**src/rtl/scba_pkg.sv**
```systemverilog
// Shared types, constants and helper functions for the size-class block allocator.
package scba_pkg;

  // Pool geometry
  localparam int unsigned BLOCK_COUNT = 248;
  localparam int unsigned CHUNK_W     = 32;
  localparam int unsigned NUM_CHUNKS  = 8;
  localparam int unsigned PAD_W       = NUM_CHUNKS * CHUNK_W - BLOCK_COUNT;
  localparam int unsigned MAX_REQUEST = 2048;

  // Command codes
  typedef enum logic {
    CMD_ALLOC = 1'b0,
    CMD_FREE  = 1'b1
  } cmd_e;

  // Result status codes
  typedef enum logic [1:0] {
    ST_OK        = 2'd0,
    ST_BAD_SIZE  = 2'd1,
    ST_NO_BLOCK  = 2'd2,
    ST_NOT_ALLOC = 2'd3
  } status_e;

  // Sequencer states
  typedef enum logic [2:0] {
    S_IDLE,
    S_SCAN,
    S_GRANT,
    S_FREE_SUB,
    S_FREE_CHK,
    S_DONE
  } state_e;

  // Control into the address unit
  typedef struct packed {
    logic sub;    // 1: address minus base, 0: base plus block offset
  } addr_ctrl_t;

  // Address decode result: which block an offset names
  typedef struct packed {
    logic       hit;
    logic [7:0] blk;
  } addr_res_t;

  // First block of the smallest class holding bytes (1..2048)
  function automatic logic [7:0] class_start(input logic [15:0] bytes);
    logic [7:0] s;
    if (bytes <= 16'd128)       s = 8'd0;
    else if (bytes <= 16'd256)  s = 8'd128;
    else if (bytes <= 16'd512)  s = 8'd192;
    else if (bytes <= 16'd1024) s = 8'd224;
    else                        s = 8'd240;
    return s;
  endfunction

  // Byte offset of block n from the heap base
  function automatic logic [16:0] block_offset(input logic [7:0] n);
    logic [16:0] o;
    if (n < 8'd128)      o = {3'b000, n[6:0], 7'b0};
    else if (n < 8'd192) o = {3'b001, n[5:0], 8'b0};
    else if (n < 8'd224) o = {3'b010, n[4:0], 9'b0};
    else if (n < 8'd240) o = {3'b011, n[3:0], 10'b0};
    else                 o = {3'b100, n[2:0], 11'b0};
    return o;
  endfunction

endpackage

```
**src/rtl/scba_scan.sv**
```systemverilog
// Chunk scanner: lowest free block in one 32-bit slice of the free map.
module scba_scan (
  input  logic [31:0] word_i,
  input  logic [4:0]  low_i,
  output logic        found_o,
  output logic [4:0]  idx_o
);

  logic [31:0] masked;

  // drop blocks below the class start
  assign masked  = word_i & ({32{1'b1}} << low_i);
  assign found_o = |masked;

  // priority encoder, lowest bit wins
  always_comb begin
    idx_o = 5'd0;
    for (int i = 31; i >= 0; i--) begin
      if (masked[i]) idx_o = 5'(i);
    end
  end

endmodule

```
**src/rtl/scba_addr.sv**
```systemverilog
// Shared address adder plus offset-to-block decode.
module scba_addr (
  input  scba_pkg::addr_ctrl_t ctrl_i,
  input  logic [31:0]          base_i,
  input  logic [31:0]          addr_i,
  input  logic [7:0]           idx_i,
  input  logic [31:0]          delta_i,
  output logic [31:0]          sum_o,
  output scba_pkg::addr_res_t  res_o
);

  logic [31:0] op_a;
  logic [31:0] op_b;

  // one adder: base + offset(idx) for grants, addr - base for frees
  assign op_a  = ctrl_i.sub ? addr_i : {15'b0, scba_pkg::block_offset(idx_i)};
  assign op_b  = ctrl_i.sub ? ~base_i : base_i;
  assign sum_o = op_a + op_b + {31'b0, ctrl_i.sub};

  // offset to block number; region picked by bits 16:14
  always_comb begin
    res_o.hit = 1'b0;
    res_o.blk = 8'd0;
    if (delta_i[31:17] == 15'd0) begin
      case (delta_i[16:14])
        3'd0: begin
          res_o.hit = (delta_i[6:0] == 7'd0);
          res_o.blk = {1'b0, delta_i[13:7]};
        end
        3'd1: begin
          res_o.hit = (delta_i[7:0] == 8'd0);
          res_o.blk = {2'b10, delta_i[13:8]};
        end
        3'd2: begin
          res_o.hit = (delta_i[8:0] == 9'd0);
          res_o.blk = {3'b110, delta_i[13:9]};
        end
        3'd3: begin
          res_o.hit = (delta_i[9:0] == 10'd0);
          res_o.blk = {4'b1110, delta_i[13:10]};
        end
        3'd4: begin
          res_o.hit = (delta_i[10:0] == 11'd0);
          res_o.blk = {5'b11110, delta_i[13:11]};
        end
        default: begin
          res_o.hit = 1'b0;
          res_o.blk = 8'd0;
        end
      endcase
    end
  end

endmodule

```
**src/rtl/size_class_block_allocator_unit.sv**
```systemverilog
// Top level of the size-class block allocator: sequencer, free map and result register.
//
//   channel  direction  handshake                    payload
//   in       input      in_valid_i / in_stall_o      cmd_i, request_bytes_i, block_address_i
//   out      output     out_valid_o / out_stall_i    status_o, granted_address_o
//   cfg      input      heap_base_we_i               heap_base_wdata_i
//
// Allocate: accept, then scan 1 to 8 chunks (one 32-block chunk of the
// free map per cycle through the shared priority encoder), then grant on
// the shared adder; a bad size goes straight to the result.
// Free: accept, subtract on the shared adder, then decode and check.
// Reset marks every block free at once. One item at a time: in_stall_o is
// high from acceptance until the result has been taken.
module size_class_block_allocator_unit (
  input  logic        clk_i,
  input  logic        rst_ni,
  input  logic        heap_base_we_i,
  input  logic [31:0] heap_base_wdata_i,
  input  logic        in_valid_i,
  output logic        in_stall_o,
  input  logic        cmd_i,
  input  logic [15:0] request_bytes_i,
  input  logic [31:0] block_address_i,
  output logic        out_valid_o,
  input  logic        out_stall_i,
  output logic [1:0]  status_o,
  output logic [31:0] granted_address_o
);

  scba_pkg::state_e  state_q, state_d;
  scba_pkg::status_e status_q, status_d;
  logic [scba_pkg::BLOCK_COUNT-1:0] map_q, map_d;
  logic [31:0] base_q;
  logic [31:0] addr_q, addr_d;
  logic [31:0] delta_q, delta_d;
  logic [31:0] granted_q, granted_d;
  logic [2:0]  chunk_q, chunk_d;
  logic [4:0]  low_q, low_d;
  logic [7:0]  idx_q, idx_d;
  logic [7:0]  start;

  logic [scba_pkg::NUM_CHUNKS*scba_pkg::CHUNK_W-1:0] map_pad;
  logic [31:0] scan_word;
  logic        scan_found;
  logic [4:0]  scan_idx;
  logic [7:0]  scan_blk;

  scba_pkg::addr_ctrl_t addr_ctrl;
  scba_pkg::addr_res_t  addr_res;
  logic [31:0]          addr_sum;

  logic in_acc;

  assign in_acc      = in_valid_i && !in_stall_o;
  assign in_stall_o  = (state_q != scba_pkg::S_IDLE);
  assign out_valid_o = (state_q == scba_pkg::S_DONE);
  assign status_o    = status_q;
  assign granted_address_o = granted_q;

  // chunk of the free map under scan; blocks past the pool read as taken
  assign map_pad   = {{scba_pkg::PAD_W{1'b0}}, map_q};
  assign scan_word = map_pad[{chunk_q, 5'b0} +: scba_pkg::CHUNK_W];
  assign scan_blk  = {chunk_q, scan_idx};
  assign start     = scba_pkg::class_start(request_bytes_i);

  scba_scan u_scan (
    .word_i  (scan_word),
    .low_i   (low_q),
    .found_o (scan_found),
    .idx_o   (scan_idx)
  );

  assign addr_ctrl.sub = (state_q == scba_pkg::S_FREE_SUB);

  scba_addr u_addr (
    .ctrl_i  (addr_ctrl),
    .base_i  (base_q),
    .addr_i  (addr_q),
    .idx_i   (idx_q),
    .delta_i (delta_q),
    .sum_o   (addr_sum),
    .res_o   (addr_res)
  );

  // sequencer
  always_comb begin
    state_d   = state_q;
    status_d  = status_q;
    map_d     = map_q;
    addr_d    = addr_q;
    delta_d   = delta_q;
    granted_d = granted_q;
    chunk_d   = chunk_q;
    low_d     = low_q;
    idx_d     = idx_q;
    case (state_q)
      scba_pkg::S_IDLE: begin
        if (in_acc) begin
          addr_d = block_address_i;
          if (cmd_i == scba_pkg::CMD_FREE) begin
            state_d = scba_pkg::S_FREE_SUB;
          end else if (request_bytes_i == 16'd0 ||
                       request_bytes_i > 16'(scba_pkg::MAX_REQUEST)) begin
            status_d  = scba_pkg::ST_BAD_SIZE;
            granted_d = 32'd0;
            state_d   = scba_pkg::S_DONE;
          end else begin
            chunk_d = start[7:5];
            low_d   = start[4:0];
            state_d = scba_pkg::S_SCAN;
          end
        end
      end
      scba_pkg::S_SCAN: begin
        if (scan_found) begin
          idx_d           = scan_blk;
          map_d[scan_blk] = 1'b0;
          state_d         = scba_pkg::S_GRANT;
        end else if (chunk_q == 3'(scba_pkg::NUM_CHUNKS - 1)) begin
          status_d  = scba_pkg::ST_NO_BLOCK;
          granted_d = 32'd0;
          state_d   = scba_pkg::S_DONE;
        end else begin
          chunk_d = chunk_q + 3'd1;
          low_d   = 5'd0;
        end
      end
      scba_pkg::S_GRANT: begin
        granted_d = addr_sum;
        status_d  = scba_pkg::ST_OK;
        state_d   = scba_pkg::S_DONE;
      end
      scba_pkg::S_FREE_SUB: begin
        delta_d = addr_sum;
        state_d = scba_pkg::S_FREE_CHK;
      end
      scba_pkg::S_FREE_CHK: begin
        granted_d = 32'd0;
        if (addr_res.hit && !map_q[addr_res.blk]) begin
          map_d[addr_res.blk] = 1'b1;
          status_d = scba_pkg::ST_OK;
        end else begin
          status_d = scba_pkg::ST_NOT_ALLOC;
        end
        state_d = scba_pkg::S_DONE;
      end
      scba_pkg::S_DONE: begin
        if (!out_stall_i) state_d = scba_pkg::S_IDLE;
      end
      default: begin
        state_d = scba_pkg::S_IDLE;
      end
    endcase
  end

  // control state and free map
  always_ff @(posedge clk_i or negedge rst_ni) begin
    if (!rst_ni) begin
      state_q <= scba_pkg::S_IDLE;
      map_q   <= {scba_pkg::BLOCK_COUNT{1'b1}};
      base_q  <= 32'd0;
    end else begin
      state_q <= state_d;
      map_q   <= map_d;
      if (heap_base_we_i) base_q <= heap_base_wdata_i;
    end
  end

  // payload registers
  always_ff @(posedge clk_i) begin
    status_q  <= status_d;
    addr_q    <= addr_d;
    delta_q   <= delta_d;
    granted_q <= granted_d;
    chunk_q   <= chunk_d;
    low_q     <= low_d;
    idx_q     <= idx_d;
  end

  // an accepted item always leaves idle
  a_acc_busy: assert property (@(posedge clk_i) disable iff (!rst_ni)
    in_acc |=> state_q != scba_pkg::S_IDLE)
    else $error("accepted item did not start work");

  // failed results carry a zero address
  a_fail_zero: assert property (@(posedge clk_i) disable iff (!rst_ni)
    out_valid_o && status_o != scba_pkg::ST_OK |-> granted_address_o == 32'd0)
    else $error("failed result with nonzero address");

  // at most one block changes hands per cycle
  a_map_step: assert property (@(posedge clk_i) disable iff (!rst_ni)
    $countones(map_q) <= $countones($past(map_q)) + 1 &&
    $countones(map_q) + 1 >= $countones($past(map_q)))
    else $error("free map changed by more than one block");

  // block being granted is marked taken
  a_grant_taken: assert property (@(posedge clk_i) disable iff (!rst_ni)
    state_q == scba_pkg::S_GRANT |-> !map_q[idx_q])
    else $error("granted block still marked free");

endmodule

```
**config.mk**
```make
export PLATFORM = sky130hd
export DESIGN_NAME = size_class_block_allocator_unit
export DESIGN_NICKNAME = d
export VERILOG_FILES = /design/src/rtl/scba_pkg.sv /design/src/rtl/scba_scan.sv /design/src/rtl/scba_addr.sv /design/src/rtl/size_class_block_allocator_unit.sv
export SDC_FILE = /design/constraint.sdc
export NUM_CORES = 1
export LEC_CHECK = 0
export BUFFER_PORTS_ARGS = -buffer_cell sky130_fd_sc_hd__buf_2
export CORE_UTILIZATION = 35
export CTS_BUF_LIST = sky130_fd_sc_hd__clkbuf_8 sky130_fd_sc_hd__clkbuf_16
export DETAILED_ROUTE_END_ITERATION = 8
export GPL_TIMING_DRIVEN = 0
export PLACE_DENSITY = 0.63
export SLEW_MARGIN = 20
export SYNTH_ARGS = -nofsm -noshare
export SYNTH_HDL_FRONTEND = slang
export SYNTH_HIERARCHICAL = 1
export SYNTH_SLANG_ARGS = --single-unit
```
**constraint.sdc**
```tcl
create_clock -name clk_i -period 5.4 [get_ports clk_i]
set_input_delay 1.08 -clock clk_i [delete_from_list [all_inputs] [get_ports clk_i]]
set_output_delay 1.08 -clock clk_i [all_outputs]
set_load 0.005 [all_outputs]
```
# After elaboration in Yosys (flattened, before gate mapping)
# Cells that the tools add are included.
# totals
input_bits	86
word_cells	167
ff_bits	397
# classes
n_lt_le_gt_ge	13
n_bitwise	5
addsub	3
n_eq_ne	21
mux	85
n_reduce_logical	28
n_shift	2
# op_table
operator	n
2-to-1 mux 248 bit	2
one-hot mux 248 bit (2 select lines)	1
indexed part select 256 x 9 -> 32 bit	1
bitwise AND 248 bit	1
NOT 248 bit	1
OR 248 bit	1
2-to-1 mux 32 bit	7
2-to-1 mux 5 bit	38
one-hot mux 32 bit (4 select lines)	1
2-to-1 mux 17 bit	4
one-hot mux 9 bit (5 select lines)	1
2-to-1 mux 3 bit	11
adder 32 x 1 -> 32 bit	1
adder 32 bit	1
bitwise AND 32 bit	1
< comparator 8 bit, second input constant	4
NOT 32 bit	1
OR reduction 32 bit	1
<< shifter 32 x 5 -> 32 bit, first input constant	1
!= test 2 bit, second input constant	10
< comparator 8 x 9 -> 1 bit, second input constant	2
demux 1 bit (select 8 bit)	2
>= comparator 8 x 1 -> 1 bit, second input constant	2
greater-than comparator 16 x 12 -> 1 bit, second input constant	1
other kinds (38)	61

# Logic depth before layout (Yosys ltp)
# depth
word_depth	42
ltp_mapped	21
ltp_nobuf	16

# By module
# Netlist, hierarchy kept.
# by_module_without_submodules
mod	cells_each	area_per_inst_um2	n_inst	seq_area_each_um2
size_class_block_allocator_unit	1833	20582.2	1	10695.3
scba_addr	444	2942.8	1	0.0
scba_scan	156	954.7	1	0.0

# Least setup slack after synthesis
# Ideal clock, no wire load.
# synth_timing
path_kind	register to register
startpoint	register chunk_q[1]
endpoint	register granted_q[0], in the netlist granted_address_o[0], enable pin
path_stages_with_launch	17
t_arrival_ns	5.223
slack_ns	-0.302
synth_period_minus_slack_ns	5.702
required_time_ns	4.921
cell_sequence	edfxtp_1 clkbuf_1 buf_1 clkbuf_1 mux2i_1 nor2_1 a21oi_1 a21oi_1 or2_2 o311a_1 o32ai_2 nand2b_1 nor4_2 nand3b_1 nand3b_1 mux2_2 o32ai_1
# synth_via
elab_chain_cells	5
word_cells_on_any_way	7
# synth_lines
item	line_no	text
from (decl)	size_class_block_allocator_unit.sv:37	logic [2:0] chunk_q, chunk_d;
from (signal assigned)	size_class_block_allocator_unit.sv:175	chunk_q <= chunk_d;
indexed part select 256 x 9 -> 32 bit	size_class_block_allocator_unit.sv:62	assign scan_word = map_pad[{chunk_q, 5'b0} +: scba_pkg::CHUNK_W];
net scan_word[28]	size_class_block_allocator_unit.sv:43	logic [31:0] scan_word;
bitwise AND 32 bit	scba_scan.sv:12	assign masked = word_i & ({32{1'b1}} << low_i);
OR reduction 32 bit	scba_scan.sv:13	assign found_o = |masked;
net scan_found	size_class_block_allocator_unit.sv:44	logic scan_found;
!= test 2 bit (no source line)	n/a	
AND reduction 6 bit (no source line)	n/a	
to (signal assigned)	size_class_block_allocator_unit.sv:174	granted_q <= granted_d;
to (decl)	size_class_block_allocator_unit.sv:36	logic [31:0] granted_q, granted_d;
# The timed path passes the listed nets, and every way through them passes these cells.
# A chain may end at the register's enable or synchronous reset.

==> impl_metrics.toml <==
[timing]
max_freq_mhz = 181
relSlewSlack_pct = 21.8
skew_ns = 0.0368
finalSetupViolCount = 36
finalHoldViolCount = 0
tns_ns = -1.16
final_max_slew_viol_count = 0
worstMarginPinSlew_ns = 1.17
setup_ws_ns = -0.115
post-route-period-util_pct = 102
finalCriticalPeriod_ns = 5.51

[synthesis]
synth_seq_cells = 393
synth_edf_count = 110
synth_cells = 2433
netlist.area_leader.share_pct = 26.6
netlist_area_um2 = 24500
synth_area_leaders = "dfstp_2, edfxtp_1, mux4_2, nand2_1, a21oi_1"
yosys_most_used_dff = "dfstp_2"
ys_types = 89
syn_area_per_cell_um2 = 10.1
ys_top_cells_by_count = "nand2_1, dfstp_2, a21oi_1, nor2_1, edfxtp_1"
yosysWarnings = 6
synthArstFlopShare_pct = 72.0
yosys.area.top_type = "dfstp_2"
yosys.cell_count.top_type = "nand2_1"
ys_seq_area_share_pct = 43.7

[die]
row_count = 96
initial_core_util_pct = 35.5
die_height_um = 266
die_area_um2 = 71000
core_area_um2 = 68900
die_x_um = 266
io_pins = 122

[place]
portBuffers = 120
dpl.hpwl_mm = 78.5
gp_congestion = 1.07

[status]
violations = "setup timing"
status = "finished with violations"

[clock_network]
htree_levels = 2
cts-root-buf = "clkbuf_16"
cts_buffer_depth = 3
clkTransAtPathRegs_ns = 0.06
clk_latency_ns = 0.61
cts_buffers = 43
hold_buffers = 0
cts_tree = "built"
cts.sinks = 393

[global_route]
antenna_found_initial = 2
grt_max_degree = 81
overflow = 0
grt_pass1_wl_mm = 150
first_global_vias = 21700
grt_usage_pct = 29.0

[critical_path]
cp.arrival_ns = 6.03
r2r_slack_ns = -0.11
endpoint_kind = "flop"
reg2reg_to = "map_q[85]"
worst-r2r-cell-count = 13
crit_required_ns = 5.92
r2r-start = "delta_q[23]"
path_cells = "nor4_1 -> nand4_1 -> buf_4 -> nor3_1 -> clkbuf_1 -> clkbuf_1 -> mux2i_1 -> a2111oi_2 -> o41ai_4 -> a41oi_2 -> buf_2 -> nor3_1 -> a2bb2oi_1"
critPathMaxStageDelay_ns = 0.90
crit_path_max_fanout = 10
criticalPathCategory = "flop to flop"
startpoint_type = "flop"
critPathSlowestCell = "nor3_1"

[pwr]
swShare_pct = 36.3
p_leak_uw = 0.00986
p_comb_share_pct = 30.5
power.total_uw = 9860
switching_power_uw = 3580
pwr-share-seq_pct = 38.3
ir_worst_vdd_uv = 227
clkPwrFrac_pct = 31.2
powerDensity_nw_per_um2 = 348
p_int_uw = 6280

[run]
max-cap-violations = 0

[route]
dr.pass1.iters = 6
routed_via_density = 6.16
antenna_left = 0
wl_per_cell_um = 28.8
drtIter0Drc = 2934
drt_drc_violations_left = 0
vias = 22200
wirelength_mm = 104

[layout]
drive_gt1_share_pct = 31.0
nNetsFinal = 2751
syn_to_final_growth_pct = 15.8

[worst_hold_path]
worstHoldPathType = "primary input to async pin"
==> power by group through the flow <==
stage | sequential (uW) | combinational [uW] | clock, uW
2_1_floorplan | 3730 | 1750 | 0
3_3_place_gp | 3820 | 2810 | 0
3_5_place_dp | 3800 | 2900 | 0
4_1_cts | 3760 | 2940 | 3110
5_1_grt | 3800 | 3190 | 3200
6_report | 3780 | 3000 | 3080
==> critical path: cells and delay by family, from the launching register on <==
kind	cells	cell delay, ns
flops	1	0.38
compound gates	4	1.27
simple gates	4	1.53
buf+inv	4	1.92
mux	1	0.29
==> flip-flops by register name (all words and copies together), names as in the netlist <==
signal,flops
addr_q,32
base_q,32
chunk_q,3
delta_q,32
granted_address_o,32
idx_q,8
low_q,1
map_q,248
state_q,3
status_o,2
==> worst max path at each step <==
| stage | endpoint | from | slack, ns | cells after the start |
|---|---|---|---|---|
| global route | map_q[127] | chunk_q[1] | -0.007 | 22 |
| detailed placement | map_q[91] | chunk_q[2] | -1.72 | 20 |
| floorplan | granted_address_o[27] | state_q[0] | 0.32 | 17 |
| global placement | map_q[61] | chunk_q[2] | -2.94 | 14 |
| CTS | map_q[115] | chunk_q[2] | 0.006 | 20 |
| finish | map_q[85] | delta_q[23] | -0.11 | 13 |
==> metal layers <==
layer  track usage, %  share of wire, %  vias up
li1                 -                 -     9401
met1             38.3                40    10900
met2             43.1                43     1451
met3             9.05                12      348
met4             13.4               5.4        2
met5                0             0.019        -
==> cells in the final DEF, fill, tap and decap left out, types with 12 or more instances in the layout <==
cell type  instances
xnor2_1           20
o211ai_1          15
nand2_1          368
nand4_1           17
nand2b_1          27
mux2_2            63
conb_1            21
dfstp_2          248
and2_1            61
a22oi_1           24
o31ai_1           83
mux2i_1           65
nor3_1            22
clkbuf_1          69
buf_4             26
xor2_1            41
nor2b_1           32
clkbuf_2          29
buf_1             12
buf_6             16
clkbuf_4          18
clkbuf_16         45
o31ai_2           41
dfrtp_1           35
o21ai_1           26
edfxtp_1         110
buf_2            140
a31oi_1           46
inv_1             23
nand3_1           36
nor2_2            13
mux4_2            99
ha_1              32
o21ai_0           99
a21oi_1          240
nor2_1           168
==> timing repair <==
item                                    in CTS  in global routing
gates resized for setup                     69                 73
buffers inserted                             5                  2
endpoints found under the setup margin     308                271
pin swaps                                    1                  1
==> cells by family (layout without fill, tap and decap cells) <==
kind of cell             Yosys count  count (layout)  share of synthesized area (%)
buffers and inverters            209             420                           3.97
AND/OR/NAND/NOR                  819             819                           15.2
adder cells (fa/ha/maj)           33              33                           1.72
flip-flops                       393             393                           43.7
multiplexers                     227             227                           14.7
XOR/XNOR                          61              61                           2.18
other                              1              22                         0.0153
AO/OA/AOI/OAI                    690             690                           18.6
==> layout make-up <==
type                    count  area (um^2)
diodes                      1         2.50
repair buffers            136          828
multi-input cells        1851        13100
clock inverters            29          255
well taps                 931         1160
clock buffers              48         1170
plain buffers             185         1030
flip-flops and latches    393        10700
fillers                  6819        40600
inverters                  22         86.3
==> metrics by stage <==
step | instances | worst slack [ns] | hold slack [ns] | util, % | area (um^2)
detailed placement | 3513 | -1.72 | 0.476 | 38.5 | 26600
global placement | 3504 | -2.94 | 0.470 | 38.2 | 26300
floorplan | 2453 | 0.323 | 0.448 | - | 24600
finish | 3596 | -0.115 | 0.476 | 41.1 | 28300
global route | 3595 | -0.00746 | 0.499 | 41.1 | 28300
CTS | 3595 | 0.00611 | 0.484 | 40.9 | 28200
(Power assumes the default switching activity.)
